`src/binned_mean_and_inverse_sd_core_defines.svh`:
```
// ----------------------------------------------------------------------------
// Assertion macros for the binned mean / inverse sd core.
// ----------------------------------------------------------------------------
`ifndef BINNED_MEAN_AND_INVERSE_SD_CORE_DEFINES_SVH
`define BINNED_MEAN_AND_INVERSE_SD_CORE_DEFINES_SVH
`ifndef ASSERT_OFF
// property holds on every clock edge out of reset
`define BMISD_ASSERT(lbl, prop) \
    lbl: assert property (@(posedge clk) disable iff (!rst_n) prop) \
        else $error("bmisd: check failed");
// pre implies post in the next cycle
`define BMISD_ASSERT_NEXT(lbl, pre, post) \
    lbl: assert property (@(posedge clk) disable iff (!rst_n) (pre) |=> (post)) \
        else $error("bmisd: check failed");
`else
`define BMISD_ASSERT(lbl, prop)
`define BMISD_ASSERT_NEXT(lbl, pre, post)
`endif
`endif

```
`src/bmisd_ram.sv`:
```
`timescale 1ns / 1ps
`default_nettype none
// ----------------------------------------------------------------------------
// bmisd_ram
// Generic single-write, single-read RAM with registered read data.
// ----------------------------------------------------------------------------
module bmisd_ram #(
    parameter int WIDTH = 8,
    parameter int DEPTH = 16
) (
    input  wire logic                     clk,
    input  wire logic                     wr_en,
    input  wire logic [$clog2(DEPTH)-1:0] wr_addr,
    input  wire logic [WIDTH-1:0]         wr_data,
    input  wire logic                     rd_en,
    input  wire logic [$clog2(DEPTH)-1:0] rd_addr,
    output logic      [WIDTH-1:0]         rd_data
);

    logic [WIDTH-1:0] mem [DEPTH];

    // write port
    always_ff @(posedge clk)
    begin
        if (wr_en)
        begin
            mem[wr_addr] <= wr_data;
        end
    end

    // registered read port
    always_ff @(posedge clk)
    begin
        if (rd_en)
        begin
            rd_data <= mem[rd_addr];
        end
    end

endmodule
`default_nettype wire

```
`config.mk`:
```
export PLATFORM = sky130hd
export DESIGN_NAME = bmisd_ram
export DESIGN_NICKNAME = d
export VERILOG_FILES = /design/src/binned_mean_and_inverse_sd_core_defines.svh /design/src/bmisd_ram.sv
export SDC_FILE = /design/constraint.sdc
export NUM_CORES = 1
export LEC_CHECK = 0
export BUFFER_PORTS_ARGS = -buffer_cell sky130_fd_sc_hd__buf_2
export CAP_MARGIN = 20
export CORE_ASPECT_RATIO = 1.5
export CORE_MARGIN = 5
export CORE_UTILIZATION = 40
export CTS_CLUSTER_SIZE = 20
export DETAILED_ROUTE_END_ITERATION = 8
export PLACE_DENSITY = 0.61
export SLEW_MARGIN = 10
export SYNTH_ARGS = -nofsm -noshare
export SYNTH_HDL_FRONTEND = slang
export SYNTH_SLANG_ARGS = --single-unit
```
`constraint.sdc`:
```
create_clock -name clk -period 2.95 [get_ports clk]
set_input_delay 0.295 -clock clk [delete_from_list [all_inputs] [get_ports clk]]
set_output_delay 0.295 -clock clk [all_outputs]
set_load 0.05 [all_outputs]
```
# Yosys cells after proc, flatten, opt, wreduce, memory -nomap -nowiden
# Memory sizes are Yosys's and may differ from the RTL's. A register that Yosys moved wholly into a read port is not among the register bits.
# Cells that the tools add are included.
op_classes:
  mux: 2
op_table:
  columns: ["operator", "count"]
  rows:
  - ["$mux W1", 2]
totals:
  register_bits: 0
  ram_bits: 128
  inputBits: 19
  mem_count: 1
mem_list:
  columns: ["memory", "depth", "word_bits", "read_ports", "rd_ports_with_merged_regs", "wr", "line_no", "rtl"]
  rows:
  - ["mem", 16, 8, 1, 1, 1, "bmisd_ram.sv:20", "logic [WIDTH-1:0] mem [DEPTH];"]

# Logic depth before layout (Yosys ltp)
depth:
  ltp_word: 2
  ltp_mapped: 5
  depth_no_buf: 3

# Worst setup path before layout
# No wires, ideal clock.
synth_timing:
  kind: "input -> register"
  from: "input wr_addr[2]"
  to: "memory mem[0][0], enable pin"
  setup_time_ns: 0.383
  t_arrival_ns: 1.405
  required_ns: 2.567
  setup_slack_ns: 1.162
  cell_stages: 2
  n_path_buf: 0
  path_cell_list: "or3b_2 -> nor3_1"
synth_rtl:
  columns: ["element", "line_no", "rtl"]
  rows:
  - ["start: declaration", "bmisd_ram.sv:13", "input wire logic [$clog2(DEPTH)-1:0] wr_addr,"]
  - ["end: declaration", "bmisd_ram.sv:20", null]
# Straight into the memory's write port.

==> Flow_metrics.wiki <==
{| class="wikitable"
! Metric !! Value
|-
| Global route overflow || 0
|-
| Share of layout cells above drive strength 1 || 0.304
|-
| Unrepaired setup endpoints after global routing || no
|-
| Worst-skew pair later-pin latency || 410 ps
|-
| Global-route wire length before repair || 15.2 mm
|-
| Total number of vias || 2413
|-
| Endpoint class of the critical path || register
|-
| Top cell type by total area after synthesis || edfxtp_1
|-
| Max Clk Rate || 0.670 GHz
|-
| Sinks on the clock net || 136
|-
| Synthesized area per cell || 22.8 µm²
|-
| ANT nets after route || 0
|-
| Buffer count from post-CTS setup fixing || 0
|-
| Area of the die || 15500 µm²
|-
| Number of synthesized flops with an enable pin || 136
|-
| Post-Synth XOR/XNOR Area || 0
|-
| Vias in the first global route || 2558
|-
| Synth Cell Area || 5230 µm²
|-
| Vias per Instance || 5.39
|-
| Power density of the placed cells || 717 nW/µm²
|-
| Standard cell area after detailed placement || 5580 µm²
|-
| Total detailed-routing wirelength || 9.74 mm
|-
| Mux contribution to synthesized area || 0.148
|-
| Portion of the clock cycle consumed by the worst path in the final layout || 0.506
|-
| Final setup violation count || 0
|-
| Maximum buffer depth of the clock tree || 2
|-
| I/O pin total || 27
|-
| Worst-case clock skew || 4.64 ps
|-
| Post-Synthesis Cells || 229
|-
| DRC Markers || 0
|-
| Setup Crit Path Kind || register to register
|-
| Synth-to-Final Area Change || 17.5%
|-
| CTS resizes || 0
|-
| Post-synthesis sequential element count || 136
|-
| Endpoint arrival time on the critical path || 1650 ps
|-
| Max-cap viol count || 0
|-
| Worst-case headroom to the max-slew limit || 0.378
|-
| Share of the synthesized area in compound gates (AO/OA/AOI/OAI) || 0.0230
|-
| Number of pins with negative max-slew slack in the final report || 0
|-
| Most frequent standard cell in the layout excluding fill and tap cells || edfxtp_1
|-
| Initial Util || 0.406
|-
| Fraction of the mapped netlist area in adder cells || 0
|-
| Required arrival time at the worst endpoint || 3110 ps
|-
| Final GP Congestion || 0.713
|-
| Maximum number of pins on one net before global-route repair || 33
|-
| Transition time at the pin with the least slew margin || 930 ps
|-
| Crit start category || register
|-
| Iteration count of the initial detailed-routing pass || 4
|-
| Net count of the mapped netlist || 248
|-
| Total global-route track usage || 0.140
|-
| Post-Synth Simple-Gate Area || 0.0314
|-
| H-tree levels || 4
|-
| Async set-or-reset flop fraction in the synthesized netlist || 0
|-
| Cells along the critical path || mux4_1 -> a22oi_1 -> nand2_1
|-
| Critical path peak fanout || 1
|-
| Synth Warn # || 0
|-
| Critical-path cell with the highest stage delay || mux4_1
|-
| Die width || 103 µm
|-
| Chip height || 150 µm
|-
| Row cnt || 51
|-
| Setup slack, reg-to-reg || 1460 ps
|-
| Antenna fix cells || 0
|-
| Unique masters post-synth || 18
|-
| CTS buffer count || 17
|-
| Final total negative setup slack || 0 ps
|-
| Non-Filler Cell Area, Final || 6140 µm²
|-
| Antenna violations before repair || 0
|-
| Most used cells in the layout excluding fill and tap cells || edfxtp_1 (136), buf_2 (26), mux4_2 (18)
|-
| Starting DRT DRC Count || 194
|-
| Nets@finish || 296
|-
| Estimated wirelength of the detail-placed design || 6.30 mm
|-
| Port buffer count || 26
|-
| Ys flop type || edfxtp_1
|-
| Peak supply drop || 0.425 mV
|-
| Clock tree root driver cell || clkbuf_16
|-
| Area contributors post-synth || edfxtp_1 (78%), mux4_2 (7.8%), mux4_1 (7.0%), a22oi_1 (2.3%), nor2_1 (0.93%)
|-
| Type of the tightest min-delay check || primary input to register
|-
| Post-layout min period || 1490 ps
|-
| Clock slew at reported path FFs || 60 ps
|-
| Wire per inst || 21.7 µm
|-
| Static leakage || 2.05 nW
|-
| Slowest stage delay, CP || 510 ps
|-
| Result of the run || finished clean
|-
| Core area || 12900 µm²
|-
| Area share of the largest cell type after synthesis || 0.781
|-
| Clock tree from TritonCTS || built
|-
| CTS Hold Bufs || 0
|-
| Number of hold violations in the final report || 0
|-
| Largest family of logic cells by synthesized area || multiplexers
|-
| Share of synthesized area occupied by flip-flops and latches || 0.781
|}
-- state kept, by name, summed over array words and instances, names as in the netlist --
register / count
mem: 128
rd_data: 8
-- metrics by stage --
| stage | hold slack, ps | setup slack, ps | power (mW) | cells | utilization |
|---|---|---|---|---|---|
| 5_1_grt | 245 | 1380 | 4.55 | 448 | 0.477 |
| 4_1_cts | 242 | 1470 | 4.44 | 448 | 0.477 |
| 6_report | 253 | 1460 | 4.40 | 448 | 0.477 |
| 3_5_place_dp | 677 | 1080 | 2.46 | 417 | 0.433 |
| 2_1_floorplan | 394 | 1160 | 2.37 | 229 | - |
| 3_3_place_gp | 674 | 1070 | 2.45 | 417 | 0.433 |
-- where the power goes --
part	switching (mW)	leakage, nW	total (mW)	internal (mW)
Clock	0.765	0.267	2.00	1.23
Combinational	0.140	0.547	0.222	0.0813
Sequential	0.00991	1.24	2.19	2.18
Total	0.916	2.05	4.40	3.49
-- logic make-up (layout without fill, tap and decap cells) --
group | count (synthesis) | count (layout)
flops | 136 | 136
buf+inv | 10 | 70
simple gates | 35 | 35
compound gates | 16 | 16
mux | 32 | 32
-- worst max-delay path: cells and delay by family, from the launching register on --
family	cells	cell delay, ps
AO/OA/AOI/OAI	1	260
flip-flops	1	380
multiplexers	1	510
AND/OR/NAND/NOR	1	100
-- cells in the mapped netlist, types with 2 or more instances --
cell               n
a22oi_1           16
buf_6              3
buf_2              3
edfxtp_1         136
nand3b_1           2
nand2_1            9
nor3_1             4
mux4_1            14
nand2b_1           2
clkdlybuf4s25_2    3
mux4_2            18
nor2_1            13
-- final cells by class --
cell class	count	area, µm²
clock inverter	13	133
clock buffer	18	429
multi-input combinational	83	1060
sequential	136	4080
fill	1084	6750
timing repair buffer	39	240
tap	159	199
-- worst paths after layout --
| path | start | end | cells past startpoint |
|---|---|---|---|
| worst min-delay path | rd_en | rd_data[3]$_DFFE_PP_ | 1 |
| worst max-delay path | mem[1][2]$_DFFE_PP_ | rd_data[2]$_DFFE_PP_ | 3 |
| worst max register to register | mem[1][2]$_DFFE_PP_ | rd_data[2]$_DFFE_PP_ | 3 |
| worst min register to register | mem[14][4]$_DFFE_PP_ | rd_data[4]$_DFFE_PP_ | 3 |
-- per-layer routing --
layer | track usage | vias to the layer above | share of wire
met5 | 0 | - | 0
met3 | 0.0373 | 13 | 0.042
met4 | 0.0603 | 0 | 0.017
li1 | - | 1077 | -
met2 | 0.231 | 60 | 0.54
met1 | 0.170 | 1263 | 0.40
No activity file was read; power rests on OpenSTA's default activity.
